`src/rtl/core/sws_pkg.sv`:
```
// Package for the stack with search and blockers.
// Holds field widths, operation and status codes, register map and the cell control type.
// No dependencies.
`default_nettype none

package sws_pkg;

    localparam int DepthDefault = 32;
    localparam int DataW        = 32;
    localparam int PosW         = 5;
    localparam int CapW         = 6;
    localparam int FuncW        = 2;
    localparam int StatusW      = 3;
    localparam int MaxResults   = 32;
    localparam int ApbAddrW     = 3;
    localparam int ApbDataW     = 32;

    localparam logic [CapW-1:0] CapReset = 6'd32;

    // Register index decoded from paddr[2].
    localparam logic RegCapacity = 1'b0;

    // Operation codes.
    localparam logic [FuncW-1:0] FnPush   = 2'd0;
    localparam logic [FuncW-1:0] FnPop    = 2'd1;
    localparam logic [FuncW-1:0] FnPeek   = 2'd2;
    localparam logic [FuncW-1:0] FnSearch = 2'd3;

    // Result status codes.
    localparam logic [StatusW-1:0] StPushed   = 3'd0;
    localparam logic [StatusW-1:0] StValue    = 3'd1;
    localparam logic [StatusW-1:0] StFull     = 3'd2;
    localparam logic [StatusW-1:0] StEmpty    = 3'd3;
    localparam logic [StatusW-1:0] StBlocker  = 3'd4;
    localparam logic [StatusW-1:0] StFound    = 3'd5;
    localparam logic [StatusW-1:0] StNotFound = 3'd6;

    // Control shared by every cell of the chain.
    typedef struct packed {
        logic push;  // take the value from the cell above (new value at the top)
        logic pop;   // take the value from the cell below
        logic rot;   // rotate the occupied part upward, top wraps to the bottom
    } sws_ctl_t;

endpackage : sws_pkg

`default_nettype wire

```
`src/rtl/core/stack_with_search_and_blockers.sv`:
```
// Top level of the LIFO stack with search and blocker reporting.
// Depends on sws_pkg and instantiates a row of sws_cell storage cells.
//
//  Channel   Direction  Handshake          Payload
//  s_        in         s_tvalid/s_tready  s_tuser = func, s_tdata = value
//  m_        out        m_tvalid/m_tready  m_tuser = status, m_tdata = data, position; m_tlast
//  apb       in         psel/penable       capacity register at byte address 0
//
// Push, pop and peek: the request is taken in idle, its result is staged in the pending
// registers and then moves to the output register once that is free. A search rotates the
// entries through the top cell, one per cycle, once to find the lowest match; a miss then
// reports not found. A hit goes through a setup state and, unless the match is the top
// entry, a second pass that reports the blockers and restores the order.
// Reset clears the entry count and control state and sets capacity to 32; cell contents
// are not cleared. A stalled output holds the block; a new request is taken only in idle.
`default_nettype none

module stack_with_search_and_blockers #(
    parameter int DEPTH = sws_pkg::DepthDefault
) (
    input  logic                         aclk,
    input  logic                         aresetn,
    // Input requests.
    input  logic                         s_tvalid,
    output logic                         s_tready,
    input  logic [31:0]                  s_tdata,   // [31:0] value
    input  logic [7:0]                   s_tuser,   // [1:0] func, [7:2] zero
    // Results.
    output logic                         m_tvalid,
    input  logic                         m_tready,
    output logic [39:0]                  m_tdata,   // [31:0] data, [36:32] position, [39:37] zero
    output logic [7:0]                   m_tuser,   // [2:0] status, [7:3] zero
    output logic                         m_tlast,
    // Configuration.
    input  logic                         psel,
    input  logic                         penable,
    input  logic                         pwrite,
    input  logic [sws_pkg::ApbAddrW-1:0] paddr,
    input  logic [sws_pkg::ApbDataW-1:0] pwdata,
    output logic [sws_pkg::ApbDataW-1:0] prdata,
    output logic                         pready
);
    import sws_pkg::*;

    // Count width holds 0 .. DEPTH; CmpW covers both count and capacity.
    localparam int CntW = $clog2(DEPTH + 1);
    localparam int CmpW = 7;

    // One-hot controller states.
    typedef enum logic [4:0] {
        S_IDLE = 5'b00001,
        S_SCAN = 5'b00010,
        S_PREP = 5'b00100,
        S_WALK = 5'b01000,
        S_EMIT = 5'b10000
    } state_t;

    state_t              state_reg, state_next;
    logic [CntW-1:0]     cnt_reg, cnt_next;
    logic [CapW-1:0]     cap_reg;
    logic [CntW-1:0]     step_reg, step_next;
    logic [CntW-1:0]     hit_reg, hit_next;
    logic                hit_valid_reg, hit_valid_next;
    logic [CntW-1:0]     nblk_reg, nblk_next;
    logic [DataW-1:0]    key_reg, key_next;

    // Pending final result of the current request.
    logic [StatusW-1:0]  pend_status_reg, pend_status_next;
    logic [DataW-1:0]    pend_data_reg, pend_data_next;
    logic [PosW-1:0]     pend_pos_reg, pend_pos_next;

    // Output register.
    logic                m_valid_reg, m_valid_next;
    logic [StatusW-1:0]  m_status_reg, m_status_next;
    logic [DataW-1:0]    m_data_reg, m_data_next;
    logic [PosW-1:0]     m_pos_reg, m_pos_next;
    logic                m_last_reg, m_last_next;

    sws_ctl_t            ctl;
    logic [DataW-1:0]    cell_q [DEPTH];
    logic                accept;
    logic                out_free;
    logic                cfg_write;
    logic [CmpW-1:0]     cap_eff;
    logic                is_full;
    logic [CntW-1:0]     slot;
    logic                step_done;
    logic [CntW-1:0]     diff;
    logic [FuncW-1:0]    func;

    // ------------------------------------------------------------------
    // Configuration port. Writes are expected between requests; the
    // capacity is only consulted by a push taken in idle.
    // ------------------------------------------------------------------
    assign pready    = 1'b1;
    assign cfg_write = psel && penable && pwrite && pready && (paddr[2] == RegCapacity);
    assign prdata    = (paddr[2] == RegCapacity) ? ApbDataW'(cap_reg) : '0;

    always_ff @(posedge aclk) begin
        if (!aresetn) begin
            cap_reg <= CapReset;
        end else if (cfg_write) begin
            cap_reg <= pwdata[CapW-1:0];
        end
    end

    // ------------------------------------------------------------------
    // Chain of storage cells. Outside a rotation pass cell 0 holds the top of the
    // stack, so stack slot s lives in cell count-1-s.
    // ------------------------------------------------------------------
    for (genvar g = 0; g < DEPTH; g++) begin : g_cell
        logic [DataW-1:0] up_d;
        logic [DataW-1:0] down_d;

        if (g == 0) begin : g_top
            assign up_d = s_tdata;
        end else begin : g_mid
            assign up_d = cell_q[g-1];
        end

        if (g == DEPTH - 1) begin : g_bot
            assign down_d = cell_q[g];
        end else begin : g_upper
            assign down_d = cell_q[g+1];
        end

        sws_cell #(
            .CntW  (CntW),
            .Index (g)
        ) u_cell (
            .aclk      (aclk),
            .ctl       (ctl),
            .cnt       (cnt_reg),
            .up_data   (up_d),
            .down_data (down_d),
            .top_data  (cell_q[0]),
            .data      (cell_q[g])
        );
    end

    // ------------------------------------------------------------------
    // Controller.
    // ------------------------------------------------------------------
    assign s_tready = (state_reg == S_IDLE);
    assign accept   = s_tvalid && s_tready;
    assign func     = s_tuser[FuncW-1:0];
    assign out_free = !m_valid_reg || m_tready;

    // Capacity above the depth is clipped to the depth.
    assign cap_eff  = (CmpW'(cap_reg) > CmpW'(DEPTH)) ? CmpW'(DEPTH) : CmpW'(cap_reg);
    assign is_full  = (CmpW'(cnt_reg) >= cap_eff);

    // Slot currently sitting in the top cell during a rotation pass.
    assign slot      = cnt_reg - CntW'(1) - step_reg;
    assign step_done = (step_reg == cnt_reg - CntW'(1));
    assign diff      = cnt_reg - CntW'(1) - hit_reg;

    always_comb begin
        state_next       = state_reg;
        cnt_next         = cnt_reg;
        step_next        = step_reg;
        hit_next         = hit_reg;
        hit_valid_next   = hit_valid_reg;
        nblk_next        = nblk_reg;
        key_next         = key_reg;
        pend_status_next = pend_status_reg;
        pend_data_next   = pend_data_reg;
        pend_pos_next    = pend_pos_reg;
        ctl              = '0;

        m_valid_next     = m_valid_reg && !m_tready;
        m_status_next    = m_status_reg;
        m_data_next      = m_data_reg;
        m_pos_next       = m_pos_reg;
        m_last_next      = m_last_reg;

        case (state_reg)
            S_IDLE: begin
                if (accept) begin
                    pend_data_next = '0;
                    pend_pos_next  = '0;
                    state_next     = S_EMIT;
                    case (func)
                        FnPush: begin
                            if (is_full) begin
                                pend_status_next = StFull;
                            end else begin
                                ctl.push         = 1'b1;
                                cnt_next         = cnt_reg + CntW'(1);
                                pend_status_next = StPushed;
                            end
                        end
                        FnPop, FnPeek: begin
                            if (cnt_reg == '0) begin
                                pend_status_next = StEmpty;
                            end else begin
                                pend_status_next = StValue;
                                pend_data_next   = cell_q[0];
                                if (func == FnPop) begin
                                    ctl.pop  = 1'b1;
                                    cnt_next = cnt_reg - CntW'(1);
                                end
                            end
                        end
                        FnSearch: begin
                            if (cnt_reg == '0) begin
                                pend_status_next = StNotFound;
                            end else begin
                                key_next       = s_tdata;
                                step_next      = '0;
                                hit_valid_next = 1'b0;
                                state_next     = S_SCAN;
                            end
                        end
                        default: begin
                            pend_status_next = StNotFound;
                        end
                    endcase
                end
            end

            S_SCAN: begin
                // Entries pass the top cell from the top slot down; the last match
                // seen is the lowest one.
                ctl.rot   = 1'b1;
                step_next = step_reg + CntW'(1);
                if (cell_q[0] == key_reg) begin
                    hit_next       = slot;
                    hit_valid_next = 1'b1;
                end
                if (step_done) begin
                    step_next = '0;
                    if (hit_valid_next) begin
                        state_next = S_PREP;
                    end else begin
                        pend_status_next = StNotFound;
                        pend_data_next   = '0;
                        pend_pos_next    = '0;
                        state_next       = S_EMIT;
                    end
                end
            end

            S_PREP: begin
                // Blockers above the match, at most one less than the result limit.
                if (CmpW'(diff) > CmpW'(MaxResults - 1)) begin
                    nblk_next = CntW'(MaxResults - 1);
                end else begin
                    nblk_next = diff;
                end
                pend_status_next = StFound;
                pend_data_next   = '0;
                pend_pos_next    = PosW'(hit_reg);
                step_next        = '0;
                if (diff == '0) begin
                    state_next = S_EMIT;
                end else begin
                    state_next = S_WALK;
                end
            end

            S_WALK: begin
                // Report blockers while the output accepts them, then finish the
                // rotation so the stack is back in order.
                if (step_reg < nblk_reg) begin
                    if (out_free) begin
                        m_valid_next  = 1'b1;
                        m_status_next = StBlocker;
                        m_data_next   = cell_q[0];
                        m_pos_next    = PosW'(slot);
                        m_last_next   = 1'b0;
                        ctl.rot       = 1'b1;
                        step_next     = step_reg + CntW'(1);
                        if (step_done) begin
                            state_next = S_EMIT;
                        end
                    end
                end else begin
                    ctl.rot   = 1'b1;
                    step_next = step_reg + CntW'(1);
                    if (step_done) begin
                        state_next = S_EMIT;
                    end
                end
            end

            S_EMIT: begin
                if (out_free) begin
                    m_valid_next  = 1'b1;
                    m_status_next = pend_status_reg;
                    m_data_next   = pend_data_reg;
                    m_pos_next    = pend_pos_reg;
                    m_last_next   = 1'b1;
                    state_next    = S_IDLE;
                end
            end

            default: begin
                state_next = S_IDLE;
            end
        endcase
    end

    // Control registers.
    always_ff @(posedge aclk) begin
        if (!aresetn) begin
            state_reg     <= S_IDLE;
            cnt_reg       <= '0;
            step_reg      <= '0;
            hit_valid_reg <= 1'b0;
            m_valid_reg   <= 1'b0;
        end else begin
            state_reg     <= state_next;
            cnt_reg       <= cnt_next;
            step_reg      <= step_next;
            hit_valid_reg <= hit_valid_next;
            m_valid_reg   <= m_valid_next;
        end
    end

    // Payload registers.
    always_ff @(posedge aclk) begin
        hit_reg         <= hit_next;
        nblk_reg        <= nblk_next;
        key_reg         <= key_next;
        pend_status_reg <= pend_status_next;
        pend_data_reg   <= pend_data_next;
        pend_pos_reg    <= pend_pos_next;
        m_status_reg    <= m_status_next;
        m_data_reg      <= m_data_next;
        m_pos_reg       <= m_pos_next;
        m_last_reg      <= m_last_next;
    end

    assign m_tvalid = m_valid_reg;
    assign m_tdata  = {3'b000, m_pos_reg, m_data_reg};
    assign m_tuser  = {5'b00000, m_status_reg};
    assign m_tlast  = m_last_reg;

`ifndef SYNTHESIS
    // The entry count never exceeds the number of cells.
    assert property (@(posedge aclk) disable iff (!aresetn)
        CmpW'(cnt_reg) <= CmpW'(DEPTH))
        else $error("entry count above depth");

    // Only an idle request changes the entry count; a search leaves it alone.
    assert property (@(posedge aclk) disable iff (!aresetn)
        (state_reg != S_IDLE) |=> $stable(cnt_reg))
        else $error("entry count changed outside idle");

    // Rotation passes never run past the occupied part of the chain.
    assert property (@(posedge aclk) disable iff (!aresetn)
        ((state_reg == S_SCAN) || (state_reg == S_WALK)) |-> (step_reg < cnt_reg))
        else $error("rotation step beyond entry count");

    // Every result but a blocker closes its request.
    assert property (@(posedge aclk) disable iff (!aresetn)
        m_valid_reg |-> (m_last_reg == (m_status_reg != StBlocker)))
        else $error("last flag does not match result status");
`endif

endmodule : stack_with_search_and_blockers

`default_nettype wire

```
`src/rtl/core/sws_cell.sv`:
```
// One storage cell of the stack chain: holds one entry and shifts with its neighbors.
// Depends on sws_pkg for widths and the control struct.
`default_nettype none

module sws_cell #(
    parameter int CntW  = 6,
    parameter int Index = 0
) (
    input  logic                      aclk,
    input  sws_pkg::sws_ctl_t         ctl,
    input  logic [CntW-1:0]           cnt,
    input  logic [sws_pkg::DataW-1:0] up_data,
    input  logic [sws_pkg::DataW-1:0] down_data,
    input  logic [sws_pkg::DataW-1:0] top_data,
    output logic [sws_pkg::DataW-1:0] data
);
    import sws_pkg::*;

    logic [DataW-1:0] data_reg;
    logic [DataW-1:0] data_next;
    logic             is_bottom;

    // The lowest occupied cell receives the top entry during a rotation.
    assign is_bottom = (cnt == CntW'(Index + 1));

    always_comb begin
        data_next = data_reg;
        if (ctl.push) begin
            data_next = up_data;
        end else if (ctl.pop) begin
            data_next = down_data;
        end else if (ctl.rot) begin
            data_next = is_bottom ? top_data : down_data;
        end
    end

    always_ff @(posedge aclk) begin
        data_reg <= data_next;
    end

    assign data = data_reg;

endmodule : sws_cell

`default_nettype wire

```
`config.mk`:
```
export PLATFORM = sky130hd
export DESIGN_NAME = stack_with_search_and_blockers
export DESIGN_NICKNAME = d
export VERILOG_FILES = /design/src/rtl/core/sws_pkg.sv /design/src/rtl/core/stack_with_search_and_blockers.sv /design/src/rtl/core/sws_cell.sv
export SDC_FILE = /design/constraint.sdc
export NUM_CORES = 2
export LEC_CHECK = 0
export BUFFER_PORTS_ARGS = -buffer_cell sky130_fd_sc_hd__buf_2
export CAP_MARGIN = 20
export CORE_UTILIZATION = 35
export CTS_CLUSTER_SIZE = 16
export DETAILED_ROUTE_END_ITERATION = 10
export PLACE_DENSITY_LB_ADDON = 0.12
export SLEW_MARGIN = 10
export SYNTH_ARGS = -nofsm -noshare
export SYNTH_HDL_FRONTEND = slang
export SYNTH_HIERARCHICAL = 1
export SYNTH_SLANG_ARGS = --single-unit
```
`constraint.sdc`:
```
create_clock -name aclk -period 11 [get_ports aclk]
set_input_delay 1.1 -clock aclk [delete_from_list [all_inputs] [get_ports aclk]]
set_output_delay 1.1 -clock aclk [all_outputs]
set_load 0.1 [all_outputs]
```
==> impl_results.md <==
- WL/cell: 28.1 µm
- Die width: 452 µm
- Final Setup Violations: 0
- Min Tclk post-route: ~5.2 ns
- Worst setup EP type: flip-flop
- WHS: 0.489 ns
- Worst-skew pair later-pin latency: 0.81 ns
- Relative slew slack: 0.213
- Core Region: ~200000 µm²
- Clock-pin slew on the worst setup and hold paths: 0.06 ns
- Power density over the cells: 162 nW/µm²
- Area leader, netlist: edfxtp_1
- Mean Syn Cell Area: roughly 11 µm²
- First-pass GRT wire length: 371000 µm
- Leak: 0.0226 µW
- Placed wire-length estimate: 156000 µm
- Area delta synth->final: 7.62%
- Status: completed
- Most common cell in the synthesized netlist: edfxtp_1
- List of most frequent post-synthesis cells: edfxtp_1, o21ai_1, nor2b_1
- Post-route insts no fill: 8942
- Routability Congestion: ~0.80
- Final Cycle Share: 0.477
- Share of layout cells above drive strength 1: 0.170
- Die ar.: 204000 µm²
- Synth warn: 6
- Final ANT Viol Nets: 0
- CTS buffer count: 150
- Seq/Total Area, Yosys: 0.494
- Initial antenna violation count: 16
- Total of cells resized after clock tree synthesis: 0
- Async set or reset register ratio after synthesis: 0
- EDFF count, synth: 1149
- Unrepaired setup endpoints after global routing: no
- Peak Freq: 0.191 GHz
- Largest net degree at the start of global routing: ~250
- Syn Std Cell Area: 70800 µm²
- Fillers: slightly below 20000
- Worst Setup Start Kind: flip-flop
- Pre-CTS WS: 5.81 ns
- Worst-Margin Slew: roughly 1.2 ns
- Hold Violations, Final: 0
- Clock tree sinks: 1174
- Number of I/O pins: 166
- Post-CTS setup buffers: 0
- Placed insts: about 8700
- Ys flop type: edfxtp_1
- Vias per inst: 6.16
- DRT Wirelength: between 200000 and 300000 µm
- Global route overflow: 0
- Port-buffer cells: 96
- Worst-path fanout max: 75
- Max-cap violations: 0
- Setup TNS: 0 ns
- Critical path arrival: 5.78 ns
- Vias: 55122
- Overall power: 12400 µW
- Row cnt: 164
- Synth cell types: 83
- Worst hold path class: flip-flop to flip-flop
- Tot GR Track Use: 0.238
- Worst Setup Path Type: flip-flop to flip-flop
- Maximum clock path buffer count: 3
- Final net count: roughly 6300
- Initial Util: 0.353
- Synth area leaders: edfxtp_1, a41oi_1, nor2b_1
- CTS tree: yes
- Chip height: 452 µm
- DRC: 0
- Mapped Cells: around 6400
- Number of H-tree levels: 4
- Peak VDD IR: roughly 0.00017 V
- CTS Hold Buffers Added: 0
- Vias in the first global route: 52838
- Post-synth top area share: 0.487
- Required time worst endpoint: 11.54 ns
- Root Buffer: clkbuf_16
- Max FFs per register: 1024
- Setup slack after layout: 5.76 ns
- Worst Skew: 0.0316 ns
- Pins over their slew limit: 0
- DRT iter0 DRCs: 5652
- Yosys reg bits: between 1000 and 1500
- Pre-Repair DR Iteration Count: 6
==> area by class of cell <==
cell class	instances	area, µm²	share of cell area
flip-flops and latches	1174	35000	0.459
clock inverters	75	693	0.00909
clock buffers	196	4030	0.0529
diodes	9	22.5	0.000295
well taps	2656	3320	0.0436
multi-input cells	4488	30700	0.403
repair buffers	283	2180	0.0286
inverters	61	229	0.00300
==> where the power goes <==
part           total, µW  internal [µW]  switching, µW
logic               1940            565           1370
clock network       4900           2860           2040
registers           5550           5330            223
==> critical path, stage by stage (launching register included) <==
cell      delay (ns)
dfxtp_4         0.64
inv_1           0.20
ha_1            0.32
nand2b_1        0.13
a21o_1          0.17
a21oi_1         0.22
o21ai_0         0.12
a21oi_1         0.32
and2_4          0.76
buf_12          0.38
buf_4           0.81
clkinv_1        0.16
buf_4           0.33
nor2_1          0.19
a31oi_1         0.05
==> layout by cell type (no fill, tap or decap), types with 43 or more instances in the layout <==
cell	n
edfxtp_1	1149
o21ai_1	755
nor2b_1	680
a21oi_1	576
a41oi_1	552
a31oi_1	356
a2bb2oi_1	233
o21ai_2	228
buf_4	162
clkbuf_16	155
nor2_1	140
nand2_1	129
nand3_1	127
a41oi_2	120
a21oi_2	120
buf_2	96
inv_1	53
o21ai_0	52
clkinv_1	43
==> worst paths after layout <==
check        slack (ns)  depth (start not counted)                             from                             endpoint
max                5.76                         14          cnt_reg[0]$_SDFFE_PN0P_  g_cell[6].u_cell/data[21]$_DFFE_PP_
min                0.49                          2  pend_data_reg[24]$_SDFFCE_PP0P_             m_data_reg[24]$_DFFE_PP_
min reg2reg        0.49                          2  pend_data_reg[24]$_SDFFCE_PP0P_             m_data_reg[24]$_DFFE_PP_
max reg2reg        5.76                         14          cnt_reg[0]$_SDFFE_PN0P_  g_cell[6].u_cell/data[21]$_DFFE_PP_
==> routing by layer <==
metal	wire length, µm	vias up	track usage	share of wire
met2	110000	2215	0.354	0.44
met5	13	-	0	0.000052
met1	118000	27744	0.356	0.47
li1	-	24870	-	-
met4	6190	2	0.0660	0.025
met3	17600	291	0.0344	0.070
==> cells by family (layout without fill, tap and decap cells) <==
logic type                 Yosys count  in the layout  synth area share
other                                2             45          0.000106
buffers and inverters              821            615            0.0770
adders and majority gates           30             30           0.00551
muxes                                8              8           0.00115
AOI/OAI and AO/OA                 3026           3026             0.301
DFF                               1174           1174             0.494
and+or+nand+nor                   1340           1340             0.115
xor gates and xnor gates            48             48           0.00613
==> metrics by stage <==
step                utilization  cell area (µm²)
finish                    0.380            76300
global route              0.380            76200
CTS                       0.380            76100
detailed placement        0.356            71400
global placement          0.355            71100
floorplan                     -            71000
No activity file was read; power rests on OpenSTA's default activity.
